===== config.mk =====
export PLATFORM = sky130hd
export DESIGN_NAME = tla_ctrl
export DESIGN_NICKNAME = d
export VERILOG_FILES = /design/src/sv/tla_pkg.sv /design/src/sv/tla_ctrl.sv
export VERILOG_INCLUDE_DIRS = /design/src /design/src/sv
export SDC_FILE = /design/constraint.sdc
export NUM_CORES = 1
export LEC_CHECK = 0
export BUFFER_PORTS_ARGS = -buffer_cell sky130_fd_sc_hd__buf_2
export CAP_MARGIN = 20
export CORE_AREA = 2 2 39 41
export DETAILED_ROUTE_END_ITERATION = 10
export DIE_AREA = 0 0 41 43
export HOLD_SLACK_MARGIN = 0.15
export PLACE_DENSITY_LB_ADDON = 0.15
export SLEW_MARGIN = 0
export SYNTH_ARGS = -nofsm -noshare
export SYNTH_HDL_FRONTEND = slang
export SYNTH_SLANG_ARGS = --single-unit

===== constraint.sdc =====
create_clock -name clk_i -period 2.7 [get_ports clk_i]
set_input_delay 0.135 -clock clk_i [delete_from_list [all_inputs] [get_ports clk_i]]
set_output_delay 0.135 -clock clk_i [all_outputs]
set_load 0.005 [all_outputs]

===== src/sv/tagged_line_assembler_top_macros.svh =====
// Assertion macros shared by the tagged line assembler modules.
// Included by the controller and the datapath; needs no other file.
`ifndef TAGGED_LINE_ASSEMBLER_TOP_MACROS_SVH
`define TAGGED_LINE_ASSEMBLER_TOP_MACROS_SVH

// Same-cycle implication, disabled while reset is asserted
`define TLA_ASSERT_IMPLY(label, clk, rst_n, ante, cons, msg) \
  label: assert property (@(posedge clk) disable iff (!(rst_n)) (ante) |-> (cons)) \
    else $error(msg);

// Next-cycle implication, disabled while reset is asserted
`define TLA_ASSERT_NEXT(label, clk, rst_n, ante, cons, msg) \
  label: assert property (@(posedge clk) disable iff (!(rst_n)) (ante) |=> (cons)) \
    else $error(msg);

`endif


===== src/sv/tla_pkg.sv =====
// Shared types and constants of the tagged line assembler.
// Used by tla_ctrl, tla_dp and tagged_line_assembler_top; depends on nothing.
`default_nettype none

package tla_pkg;

  // Input word: one store or read request
  typedef struct packed {
    logic       action;
    logic [3:0] channel;
    logic [7:0] data_byte;
    logic [3:0] read_row;
    logic [5:0] read_column;
  } in_word_t;

  // Output word: one result per request
  typedef struct packed {
    logic [7:0] read_char;
    logic [3:0] write_row;
    logic [5:0] write_column;
    logic       row_closed;
  } out_word_t;

  // Request codes
  localparam logic ACT_STORE = 1'b0;
  localparam logic ACT_READ  = 1'b1;

  // Byte that closes a row
  localparam logic [7:0] NEWLINE_BYTE = 8'd10;

  // Configuration register map (word index) and reset value
  localparam logic       CFG_IDX_TAG_OFFSET = 1'b0;
  localparam logic [7:0] TAG_OFFSET_RESET   = 8'd48;

  // Controller states
  typedef enum logic [2:0] {
    ST_CLEAR,
    ST_IDLE,
    ST_EXEC,
    ST_STORE,
    ST_READ,
    ST_WIPE
  } state_e;

  // Commands from controller to datapath
  typedef struct packed {
    logic latch_item;
    logic clear_step;
    logic wipe_step;
    logic wr_tag;
    logic wr_data;
    logic rd_issue;
    logic rd_load;
  } dp_cmd_t;

  // Status from datapath to controller
  typedef struct packed {
    logic is_read;
    logic col_zero;
    logic closes;
    logic out_free;
    logic clear_done;
    logic wipe_done;
  } dp_sts_t;

endpackage

`default_nettype wire


===== src/sv/tla_ctrl.sv =====
// Controller of the tagged line assembler: sequences clear, store, read and row wipe.
// Depends on tla_pkg and tagged_line_assembler_top_macros.svh; drives tla_dp.
`default_nettype none
`include "tagged_line_assembler_top_macros.svh"

module tla_ctrl (
  input  wire logic              clk_i,
  input  wire logic              rst_ni,
  input  wire logic              in_valid_i,
  output logic                   in_stall_o,
  input  wire tla_pkg::dp_sts_t  sts_i,
  output tla_pkg::dp_cmd_t       cmd_o
);

  tla_pkg::state_e state_q, state_d;

  // State register
  always_ff @(posedge clk_i or negedge rst_ni) begin
    if (!rst_ni) begin
      state_q <= tla_pkg::ST_CLEAR;
    end else begin
      state_q <= state_d;
    end
  end

  // Next state and commands
  always_comb begin
    state_d    = state_q;
    cmd_o      = '0;
    in_stall_o = 1'b1;
    case (state_q)
      tla_pkg::ST_CLEAR: begin
        cmd_o.clear_step = 1'b1;
        if (sts_i.clear_done) begin
          state_d = tla_pkg::ST_IDLE;
        end
      end
      tla_pkg::ST_IDLE: begin
        in_stall_o = 1'b0;
        if (in_valid_i) begin
          cmd_o.latch_item = 1'b1;
          state_d          = tla_pkg::ST_EXEC;
        end
      end
      tla_pkg::ST_EXEC: begin
        if (sts_i.is_read) begin
          cmd_o.rd_issue = 1'b1;
          state_d        = tla_pkg::ST_READ;
        end else if (sts_i.col_zero) begin
          // tag byte goes first, then the data byte
          cmd_o.wr_tag = 1'b1;
          state_d      = tla_pkg::ST_STORE;
        end else if (sts_i.out_free) begin
          cmd_o.wr_data = 1'b1;
          state_d       = sts_i.closes ? tla_pkg::ST_WIPE : tla_pkg::ST_IDLE;
        end else begin
          state_d = tla_pkg::ST_STORE;
        end
      end
      tla_pkg::ST_STORE: begin
        if (sts_i.out_free) begin
          cmd_o.wr_data = 1'b1;
          state_d       = sts_i.closes ? tla_pkg::ST_WIPE : tla_pkg::ST_IDLE;
        end
      end
      tla_pkg::ST_READ: begin
        if (sts_i.out_free) begin
          cmd_o.rd_load = 1'b1;
          state_d       = tla_pkg::ST_IDLE;
        end
      end
      tla_pkg::ST_WIPE: begin
        cmd_o.wipe_step = 1'b1;
        if (sts_i.wipe_done) begin
          state_d = tla_pkg::ST_IDLE;
        end
      end
      default: begin
        state_d = tla_pkg::ST_CLEAR;
      end
    endcase
  end

  // At most one memory write per cycle
  `TLA_ASSERT_IMPLY(a_one_write, clk_i, rst_ni, 1'b1, $onehot0({cmd_o.clear_step, cmd_o.wipe_step, cmd_o.wr_tag, cmd_o.wr_data}), "two memory writes in one cycle")

endmodule

`default_nettype wire


# Word-level counts from Yosys, hierarchy flattened
# Cells that the tools add are included.
word_totals:
  regBits: 3
  inputBits: 9
  word_cells: 37
op_classes:
  n_eq_ne: 10
  n_mux: 24
  n_reduce_logical: 2
op_table:
  columns: ["op", "n"]
  rows:
  - ["$mux 3", 9]
  - ["$pmux 3 s6", 1]
  - ["$mux 1", 12]
  - ["$ne 2x2->1 const B", 5]
  - ["$eq 3x2->1 const B", 2]
  - ["$eq 3x3->1 const B", 2]
  - ["$reduce_and 5->1", 1]
  - ["$eq 3x1->1 const B", 1]
  - ["$logic_not 3->1", 1]
  - ["$mux 2", 1]
  - ["$pmux 1 s2", 1]

# Longest topological paths before layout
# Gate-level depths: netlist of the first run.
depth:
  word_depth: 5
  mapped_depth: 5

# Worst setup path before layout of the first run
# OpenSTA, ideal clock, no wires.
synth_timing:
  path_type: "flip-flop to flip-flop"
  from: "reg state_q[2]"
  to: "reg state_q[0]"
  setup_time_ps: 126
  arrival_time_ps: 1035
  t_required_ps: 2574
  path_slack_ps: 1539
  path_stages_with_launch: 5
  cell_sequence: "dfrtp_1 -> buf_6 -> or3b_4 -> nor2_2 -> a211oi_1"
synth_via:
  elab_chain_len: 3
  elab_cells_between_ends: 13
  cone_classes: "10 x eq/ne; 1 x mux; 2 x reduce/logical"
synth_lines:
  columns: ["item", "line", "rtl"]
  rows:
  - ["from (decl)", "tla_ctrl.sv:15", "tla_pkg::state_e state_q, state_d;"]
  - ["from (signal assigned)", "tla_ctrl.sv:20", "state_q <= tla_pkg::ST_CLEAR;"]
  - ["from (signal assigned)", "tla_ctrl.sv:22", "state_q <= state_d;"]
  - ["$eq 3x2->1, or another cell as far along", "tla_ctrl.sv:31", "case (state_q)"]
  - ["$ne 2x2->1 (no line)", null, null]
  - ["$reduce_and 5->1 (no line)", null, null]
# Several ways; a longest one is shown, not always the timed one.
# A chain may end at the register's enable or synchronous reset.

==> results of run 1 <==
## layer usage
layer | vias to the layer above | part of all wire | global-route usage | routed length (um)
li1 | 168 | - | - | -
met1 | 143 | 0.48 | 0.142 | 336
met2 | 11 | 0.45 | 0.138 | 315
met3 | 0 | 0.066 | 0.0209 | 46
met4 | 0 | 0 | 0.0800 | 0
met5 | - | 0 | 0 | 0
## power groups by stage
stage                     sequential [mW]  clock, mW  combinational, mW
after detailed placement            0.131          0              0.185
final                               0.130     0.0763              0.184
after global placement              0.132          0              0.189
after floorplan                    0.0796          0              0.200
after CTS                           0.131     0.0813              0.188
after global routing                0.140     0.0874              0.204
## critical path: cells and delay by family (launching register included)
family | cells | cell delay, ps
buf+inv | 1 | 120
flops | 1 | 570
simple gates | 2 | 540
## cells by family after synthesis
group | Yosys count
buffers and inverters | 6
flip-flops | 3
AND/OR/NAND/NOR | 15
AO/OA/AOI/OAI | 9
multiplexers | 4
## cells in the mapped netlist, drive strengths merged
| library cell | n |
|---|---|
| dfrtp | 3 |
| or3b | 1 |
| a211oi | 1 |
| a311oi | 1 |
| and3b | 1 |
| a31oi | 1 |
| buf | 3 |
| a21o | 1 |
| mux2i | 4 |
| nand3b | 1 |
| nand2b | 1 |
| inv | 3 |
| nor3 | 3 |
| a21oi | 2 |
| nor2 | 4 |
| nor2b | 1 |
| o21a | 1 |
| o21ai | 1 |
| nand2 | 1 |
| nor3b | 2 |
| o211a | 1 |
## worst paths after layout
path | startpoint | end | slack (ps) | cells after the start
hold / removal | sts_i[2] | state_q[1]$_DFFE_PN0P_ | 200 | 2
max in group asynchronous | rst_ni | state_q[2]$_DFFE_PN0P_ | 2360 | 2
setup / recovery | state_q[0]$_DFFE_PN0P_ | cmd_o[6] | 1100 | 3
min in group asynchronous | rst_ni | state_q[1]$_DFFE_PN0P_ | 230 | 2
setup reg to reg | state_q[0]$_DFFE_PN0P_ | state_q[0]$_DFFE_PN0P_ | 1380 | 3
hold reg to reg | state_q[2]$_DFFE_PN0P_ | state_q[1]$_DFFE_PN0P_ | 690 | 1
## per-stage QoR
stage	cells	hold WS [ps]	power, mW	setup WS [ps]	util
after floorplan	37	-161	0.280	1540	-
after global placement	66	-66.5	0.321	1340	0.284
after detailed placement	66	-68.5	0.317	1340	0.284
after CTS	71	198	0.400	1090	0.310
after global routing	71	210	0.432	1010	0.310
final	71	204	0.390	1100	0.310
## layout make-up
| type | count | area (sq um) | area share |
|---|---|---|---|
| multi-input cells | 28 | 206 | 0.481 |
| repair buffers | 17 | 90.1 | 0.210 |
| flip-flops and latches | 3 | 75.1 | 0.175 |
| clock buffers | 4 | 26.3 | 0.0612 |
| well taps | 16 | 20.0 | 0.0466 |
| inverters | 3 | 11.3 | 0.0262 |
## what timing repair did
| item | in CTS | in global routing |
|---|---|---|
| hold endpoints to repair | 3 | 0 |
| hold buffers | 1 | 0 |
| buffers inserted | 0 | 0 |
==> metrics.txt, run 1 <==
status completed; sequential element share of the synthesized area 0.235; period utilisation layout 0.591; Post-Syn Area 319 sq um; slowest stage delay, CP 570 ps; post-route design area 429 sq um; DRC viols 0; Clock H-tree levels 1; ANT cells 0; Seq cells post-synth 3; skew final 0.429 ps; routed vias/inst 4.54; die area 1760 sq um; arrival time of the worst setup path 1460 ps; Worst path slowest cell dfrtp_1; Rel. slew slack 0.732; Peak VDD IR between 0.0002 and 0.0003 V; mux share of post-synthesis cell area 0.125; max-cap viol count 0; Setup crit end kind primary output; leading area contributor after synthesis dfrtp_1; fillers 158; largest family of logic cells by synthesized area simple AND/OR/NAND/NOR gates; Synth area leaders dfrtp_1, mux2i_1, nor3_1, buf_4, nor2b_4; syn_area_per_cell 8.62 sq um; core area between 1000 and 1500 sq um; vias around 320; Die X 41 um; I/O pin count 17; Synth-to-Final Area Change 34.5%; post_cts resized 0; Synth Area in Simple Gates 0.325; f_max 0.627 GHz; sequential power share 0.333; top cell type's share of synthesized area 0.235; 1st-iter DRT viols 4; Root Buffer clkbuf_4; WL final 698 um; Pleak around 0.23 nW; Routed Antenna Nets 0; final count of pins violating max slew 0; Internal 0.237 mW; type of origin of the critical path register; number of global-route vias before repair ~300; Adder-Cell Fraction of Synth Area 0; Post-layout nets 65; Clock transition at path regs about 30 ps; CTS Buffer Depth 2; layout cells sized above 1 0.418; RSZ-0062 raised after global routing no; Cell Area, Placed about 390 sq um; Synth Area in Compound Gates 0.196; Site Rows 14; CP required 2570 ps; first-pass GRT wire length 1240 um; HP Class in2reg; Crit Path Max Fanout 13; sw frac 0.394; Syn Inst Count 37; Clk Latency, worst-skew pair between 200 and 250 ps; clock network power share 0.196; Power Density between 900 and 1000 nW/um^2; Final min period 1600 ps; Synth cell types 24; most frequent cells in the layout buf_2, mux2i_1; Setup-failing EPs final 0; Largest regs state_q (3); largest net degree at the start of global routing 14; most flop-heavy register state_q; CTS sink cnt 3; Starting Density 0.231; die height 43 um; GRT Residual Overflow 0; final setup TNS 0 ps; dpl hpwl 535 um; CTS tree yes; Slew @ Worst Pin 402 ps; cell chain of the critical path or3b_4 -> nor2_2 -> buf_2; xor/xnor share of the synthesized area 0; Syn Nets 46; routability congestion estimate 0.651; final hold viol count 0; critical path class reg2out; Comb power frac 0.472; max reg flops 3; warnings from Yosys 0; GRT Util Overall 0.105; P_sw 0.154 mW; PortBufs 16; CTS Buf Count 3; most common cell after layout, fill and taps aside buf_2; Initial DRT Pass Iterations 2; post-DR wirelength/cell 9.83 um; initial antenna violation count 0
Power figures use the tool's default switching activity.
==> run 2: changes to the inputs <==
--- a/config.mk
+++ b/config.mk
@@ -6,6 +6,7 @@
 export SDC_FILE = /design/constraint.sdc
 export NUM_CORES = 1
 export LEC_CHECK = 0
+export ABC_AREA = 1
 export BUFFER_PORTS_ARGS = -buffer_cell sky130_fd_sc_hd__buf_2
 export CAP_MARGIN = 20
 export CORE_AREA = 2 2 39 41
==> constraint.sdc (replaced) <==
create_clock -name clk_i -period 1.4 [get_ports clk_i]
set_input_delay 0.07 -clock clk_i [delete_from_list [all_inputs] [get_ports clk_i]]
set_output_delay 0.07 -clock clk_i [all_outputs]
set_load 0.005 [all_outputs]
==> run 2 against run 1 <==
Register-to-register slack worse by 1200 ps. Count of clock-buffer cells in the layout stayed put. Global-route usage is 0.60 points higher. Power is 120% higher. Setup slack worse by 1000 ps. Flip-flop and latch count stayed put. Worst hold slack worse by 36 ps. Die area stayed put. Largest cell class unchanged.
==> metrics.txt, run 2 <==
Rel. slew slack 0.840 (was 0.732); Die X 41 um (unchanged); fillers 151 (was 158); Initial DRT Pass Iterations 4 (was 2); GRT Util Overall 0.111 (was 0.105); post-DR wirelength/cell 8.93 um (was 9.83 um); CTS sink cnt 3 (unchanged); Setup-failing EPs final 0 (unchanged); top cell type's share of synthesized area 0.220 (was 0.235); Synth async-reset ratio 1.00 (unchanged); Non-Filler Instances 103 (was 71); most frequent cells in the layout nand2_1, buf_2, inv_1 (was buf_2, mux2i_1); Synth-to-Final Area Change 44.8% (was 34.5%); final count of pins violating max slew 0 (unchanged); register area 77.6 sq um (was 75.1 sq um); WL final 920 um (was 698 um); layout cells sized above 1 0.402 (was 0.418); most frequent cell after synthesis nand2_1 (was mux2i_1); leading area contributor after synthesis nand2_1 (was dfrtp_1); post-route design area 518 sq um (was 429 sq um); Largest regs state_q (3) (unchanged); Peak VDD IR 0.000603 V (was 0.000298 V); GRT Residual Overflow 0 (unchanged); Setup crit end kind primary output (unchanged); period utilisation layout 0.926; Synth Area in Compound Gates 0.0420 (was 0.196); sequential element share of the synthesized area 0.210 (was 0.235); dpl cells 94 (was 66); Root Buffer clkbuf_4 (unchanged); Site Rows 14 (unchanged); Seq cells post-synth 3 (unchanged); ANT cells 0 (unchanged); Cell Area, Placed 447 sq um (was 393 sq um); Synth area leaders nand2_1, dfrtp_1, nand3_1, nor2_2, inv_1 (was dfrtp_1, mux2i_1, nor3_1, buf_4, nor2b_4); initial antenna violation count 0 (unchanged); skew final 7.09 ps (was 0.429 ps); routability congestion estimate 0.748 (was 0.651); Clock transition at path regs 40 ps (was 30 ps); xor/xnor share of the synthesized area 0 (unchanged); vias 453 (was 322); CP required 1330 ps (was 2570 ps); die height 43 um (unchanged); Starting Density 0.259 (was 0.231); syn_area_per_cell 5.68 sq um (was 8.62 sq um); Final min period 1300 ps; largest net degree at the start of global routing 10 (was 14); PortBufs 16 (unchanged); DRC viols 0 (unchanged); Clock H-tree levels 1 (unchanged); HP Class in2async (was in2reg); Synth Flop Type dfrtp_1 (unchanged); 1st-iter DRT viols 7 (was 4); Synth cell types 14 (was 24); multi-input logic area 234 sq um (was 206 sq um); number of global-route vias before repair 363 (was 302); worst reg-to-reg path cell count 7 (was 3); Crit Path Max Fanout 6 (was 13); most flop-heavy register state_q (unchanged); Adder-Cell Fraction of Synth Area 0 (unchanged); number of synthesized flops with an enable pin 0 (unchanged); Routed Antenna Nets 0 (unchanged); dpl hpwl 751 um (was 535 um); CTS Buffer Depth 2 (unchanged); Syn Nets 72 (was 46); max-cap viol count 0 (unchanged); Syn Inst Count 63 (was 37); routed vias/inst 4.40 (was 4.54); Clk Latency, worst-skew pair 230 ps (about the same); f_max between 0.7 and 0.8 GHz; slowest stage delay, CP 430 ps (was 570 ps); r2r setup slk 190 ps (was 1380 ps); max reg flops 3 (unchanged); final setup TNS 0 ps (unchanged); CTS Buf Count 3 (unchanged); cell chain of the critical path inv_4 -> nand2_2 -> nor2_2 -> nand2_1 -> nor2_1 -> buf_2 (was or3b_4 -> nor2_2 -> buf_2); core area 1380 sq um (unchanged); type of origin of the critical path register (unchanged); Post-Syn Area 358 sq um (was 319 sq um); I/O pin count 17 (unchanged); mux share of post-synthesis cell area 0 (was 0.125); final hold viol count 0 (unchanged); Slew @ Worst Pin 241 ps (was 402 ps); most common cell after layout, fill and taps aside nand2_1 (was buf_2); CTS tree yes (unchanged); arrival time of the worst setup path 1230 ps (was 1460 ps); worst r2r src state_q[2]$_DFFE_PN0P_ (was state_q[0]$_DFFE_PN0P_); setup slack after layout 103 ps (was 1100 ps); Post-layout nets 97 (was 65); top cells by count, synth nand2_1, inv_1, nand3_1, nor2_2, nor2_1 (was mux2i_1, dfrtp_1, inv_1, nor2_1, nor3_1); largest family of logic cells by synthesized area simple AND/OR/NAND/NOR gates (unchanged); die area 1760 sq um (unchanged); Worst path slowest cell dfrtp_2 (was dfrtp_1); first-pass GRT wire length 1390 um (was 1240 um); pre-CTS WS 194 ps (was 1340 ps); warnings from Yosys 0 (unchanged); RSZ-0062 raised after global routing no (unchanged); status completed (unchanged); critical path class reg2out (unchanged); Power Density 1670 nW/um^2 (was 910 nW/um^2); Reg2Reg Capture Point state_q[2]$_DFFE_PN0P_ (was state_q[0]$_DFFE_PN0P_); Synth Area in Simple Gates 0.612 (was 0.325); Pleak 0.317 nW (was 0.226 nW)
run 2: cell types whose count changed after synthesis, sizes merged, moves of 2 or more:
cell / before / now
inv: 3 / 10
nand2: 1 / 22
mux2i: 4 / 0
buf: 3 / 1
nor2: 4 / 11
nor3b: 2 / 0
nand3: 0 / 10
run 2: critical path, delay by kind of cell, from the launching register on:
kind	cells	cell delay, ps
buffers and inverters	2	210
flip-flops	1	430
AND/OR/NAND/NOR	4	360
run 2: how the worst max path moves through the flow:
stage               slack (ps)                   start                      to
detailed placement         190  state_q[0]$_DFFE_PN0P_  state_q[2]$_DFFE_PN0P_
floorplan                  350  state_q[0]$_DFFE_PN0P_  state_q[2]$_DFFE_PN0P_
global placement           170  state_q[0]$_DFFE_PN0P_  state_q[2]$_DFFE_PN0P_
finish                     100  state_q[2]$_DFFE_PN0P_                cmd_o[3]
global route                10  state_q[0]$_DFFE_PN0P_                cmd_o[6]
CTS                         20  state_q[2]$_DFFE_PN0P_                cmd_o[3]
run 2: cells by family (layout without fill, tap and decap cells):
group | after synthesis | count (layout)
DFF | 3 | 3
buffers and inverters | 11 | 35
AOI/OAI and AO/OA | 3 | 3
and+or+nand+nor | 46 | 46
run 2: final cells by class:
| type | instances | area share |
|---|---|---|
| Timing Repair Buffer | 21 | 0.232 |
| Multi-Input combinational cell | 49 | 0.452 |
| Clock buffer | 4 | 0.0507 |
| Tap cell | 16 | 0.0386 |
| Sequential cell | 3 | 0.150 |
| Inverter | 10 | 0.0773 |
run 2: layer usage:
| metal | up-vias | global-route usage | wire length, um |
|---|---|---|---|
| li1 | 242 | - | - |
| met1 | 201 | 0.149 | 426 |
| met2 | 10 | 0.172 | 447 |
| met3 | 0 | 0.0471 | 46 |
| met4 | 0 | 0 | 0 |
| met5 | - | 0 | 0 |
run 2: where the power goes:
part	total [mW]	switching [mW]	internal [mW]
clock network	0.149	0.0425	0.107
registers	0.199	0.0720	0.127
logic	0.517	0.295	0.221
run 2: repair_timing:
| action | in CTS | in global routing |
|---|---|---|
| hold endpoints to repair | 3 | 0 |
| buffers inserted | 0 | 4 |
| hold buffers | 1 | 0 |
| gates resized for setup | 0 | 3 |
| endpoints found under the setup margin | 0 | 2 |
run 2: through the flow:
step                      hold WS, ps  power, mW  utilization
after CTS                         169      0.829        0.349
after global placement           -131      0.675        0.323
final                             168      0.865        0.374
after global routing              173      0.962        0.374
after floorplan                  -226      0.560            -
after detailed placement         -132      0.672        0.323
==> run 3: changes to the inputs <==
==> constraint.sdc (replaced) <==
create_clock -name clk_i -period 1.58 [get_ports clk_i]
set_input_delay 0.079 -clock clk_i [delete_from_list [all_inputs] [get_ports clk_i]]
set_output_delay 0.079 -clock clk_i [all_outputs]
set_load 0.005 [all_outputs]
==> run 3 against run 2 <==
Sequential share of layout area increased by 0.57 points. Setup slack gained 84 ps. Wire length fell by 6.3%. Core utilization shrank 2.5 points. Die area is the same. Highest routed layer unchanged.
==> metrics.txt, run 3 (same netlist as run 2, synthesis figures left out) <==
CP required 1500 ps (was 1330 ps); CTS Buffer Depth 2 (unchanged); Setup crit end kind primary output (unchanged); Synth-to-Final Area Change 35.0% (was 44.8%); Internal 0.373 mW (was 0.455 mW); P_sw 0.349 mW (was 0.410 mW); DRC viols 0 (unchanged); sw frac 0.483 (was 0.474); most flop-heavy register state_q (unchanged); type of origin of the critical path register (unchanged); post-DR wirelength/cell 8.71 um (was 8.93 um); Starting Density 0.259 (unchanged); number of global-route vias before repair 347 (was 363); core area 1380 sq um (unchanged); Clk Latency, worst-skew pair 230 ps (about the same); CTS sink cnt 3 (unchanged); Crit Path Max Fanout 7 (was 6); largest net degree at the start of global routing 10 (unchanged); most common cell after layout, fill and taps aside nand2_1 (unchanged); die area 1760 sq um (unchanged); PortBufs 16 (unchanged); period utilisation layout 0.882; RSZ-0062 raised after global routing no (unchanged); most frequent cells in the layout nand2_1, buf_2, inv_1 (unchanged); critical path class reg2out (unchanged); sequential power share 0.241 (was 0.230); Power Density 1500 nW/um^2 (was 1670 nW/um^2); CTS tree yes (unchanged); Site Rows 14 (unchanged); max reg flops 3 (unchanged); Post-layout nets 93 (was 97); cell chain of the critical path inv_2 -> nand2_2 -> nor2_2 -> nand2_1 -> nor2_1 -> buf_2 (was inv_4 -> nand2_2 -> nor2_2 -> nand2_1 -> nor2_1 -> buf_2); HP Class in2async (unchanged); Clock transition at path regs 40 ps (about the same); Initial DRT Pass Iterations 4 (unchanged); die height 43 um (unchanged); CTS Buf Count 3 (unchanged); Setup-failing EPs final 0 (unchanged); routability congestion estimate 0.746 (was 0.748); final hold viol count 0 (unchanged); Pleak 0.300 nW (was 0.317 nW); WL final 862 um (was 920 um); ANT cells 0 (unchanged); status completed (unchanged); max-cap viol count 0 (unchanged); vias 428 (was 453); Final min period roughly 1400 ps; final count of pins violating max slew 0 (unchanged); Die X 41 um (unchanged); Largest regs state_q (3) (unchanged); Comb power frac 0.578 (was 0.598); Routed Antenna Nets 0 (unchanged); slowest stage delay, CP 440 ps (was 430 ps); Root Buffer clkbuf_4 (unchanged); f_max 0.718 GHz; dpl hpwl 726 um (was 751 um); Worst path slowest cell dfrtp_1 (was dfrtp_2); GRT Util Overall 0.116 (was 0.111); arrival time of the worst setup path 1310 ps (was 1230 ps); clock network power share 0.181 (was 0.172); initial antenna violation count 0 (unchanged); 1st-iter DRT viols 5 (was 7); Slew @ Worst Pin 309 ps (was 241 ps); Peak VDD IR 0.000554 V (was 0.000603 V); layout cells sized above 1 0.349 (was 0.402); I/O pin count 17 (unchanged); routed vias/inst 4.32 (was 4.40); Clock H-tree levels 1 (unchanged); first-pass GRT wire length 1370 um (was 1390 um); r2r setup slk 370 ps (was 190 ps); GRT Residual Overflow 0 (unchanged); skew final 3.26 ps (was 7.09 ps); final setup TNS 0 ps (unchanged); Post-Route Utilization 0.349 (was 0.374); Rel. slew slack 0.794 (was 0.840)
==> run 3: changes by cell type in the layout (fill, tap and decap cells not counted), sizes merged <==
cell | before | now
buf | 20 | 16
==> run 3: worst max-delay path, delay by kind of cell (launching register included) <==
kind	cells	cell delay, ps
DFF	1	440
buffers and inverters	2	260
and+or+nand+nor	4	390
==> run 3: power groups by stage <==
stage	Clock [mW]	Combinational (mW)	Sequential, mW
3_5_place_dp	0	0.420	0.177
6_report	0.131	0.417	0.174
5_1_grt	0.148	0.483	0.179
2_1_floorplan	0	0.358	0.138
4_1_cts	0.139	0.424	0.177
3_3_place_gp	0	0.423	0.175
==> run 3: area by class of cell <==
cell class                 instances  area [sq um]
fill                             158           901
multi-input combinational         49           234
timing repair buffer              17          90.1
sequential                         3          75.1
inverter                          10          37.5
clock buffer                       4          26.3
tap                               16          20.0
==> run 3: worst paths after layout <==
check / depth (start not counted) / from / endpoint
max: 6 / state_q[2]$_DFFE_PN0P_ / cmd_o[3]
min: 2 / rst_ni / state_q[1]$_DFFE_PN0P_
max reg2reg: 7 / state_q[0]$_DFFE_PN0P_ / state_q[0]$_DFFE_PN0P_
min reg2reg: 2 / state_q[2]$_DFFE_PN0P_ / state_q[2]$_DFFE_PN0P_
max in group asynchronous: 2 / rst_ni / state_q[2]$_DFFE_PN0P_
min in group clk_i: 5 / sts_i[3] / state_q[2]$_DFFE_PN0P_
==> run 3: timing repair <==
item / in CTS / in global routing
endpoints found under the hold margin: 3 / 0
hold buffers: 1 / 0
buffers inserted: 0 / 0
resized for setup: 0 / 0
==> run 3: per-layer routing <==
metal	vias to the layer above	track usage	routed length, um
met5	-	0	0
met2	9	0.163	428
met1	183	0.146	403
li1	236	-	-
met3	0	0.0314	29
met4	0	0.0800	0
==> run 3: metrics by stage <==
| step | std cells | area (sq um) | setup WS [ps] | power, mW | hold WS [ps] |
|---|---|---|---|---|---|
| 6_report | 99 | 483 | 187 | 0.722 | 173 |
| 5_1_grt | 99 | 483 | 46.2 | 0.811 | 167 |
| 4_1_cts | 99 | 483 | 169 | 0.739 | 167 |
| 3_5_place_dp | 94 | 447 | 342 | 0.597 | -123 |
| 3_3_place_gp | 94 | 447 | 344 | 0.598 | -122 |
| 2_1_floorplan | 63 | 358 | 530 | 0.496 | -217 |
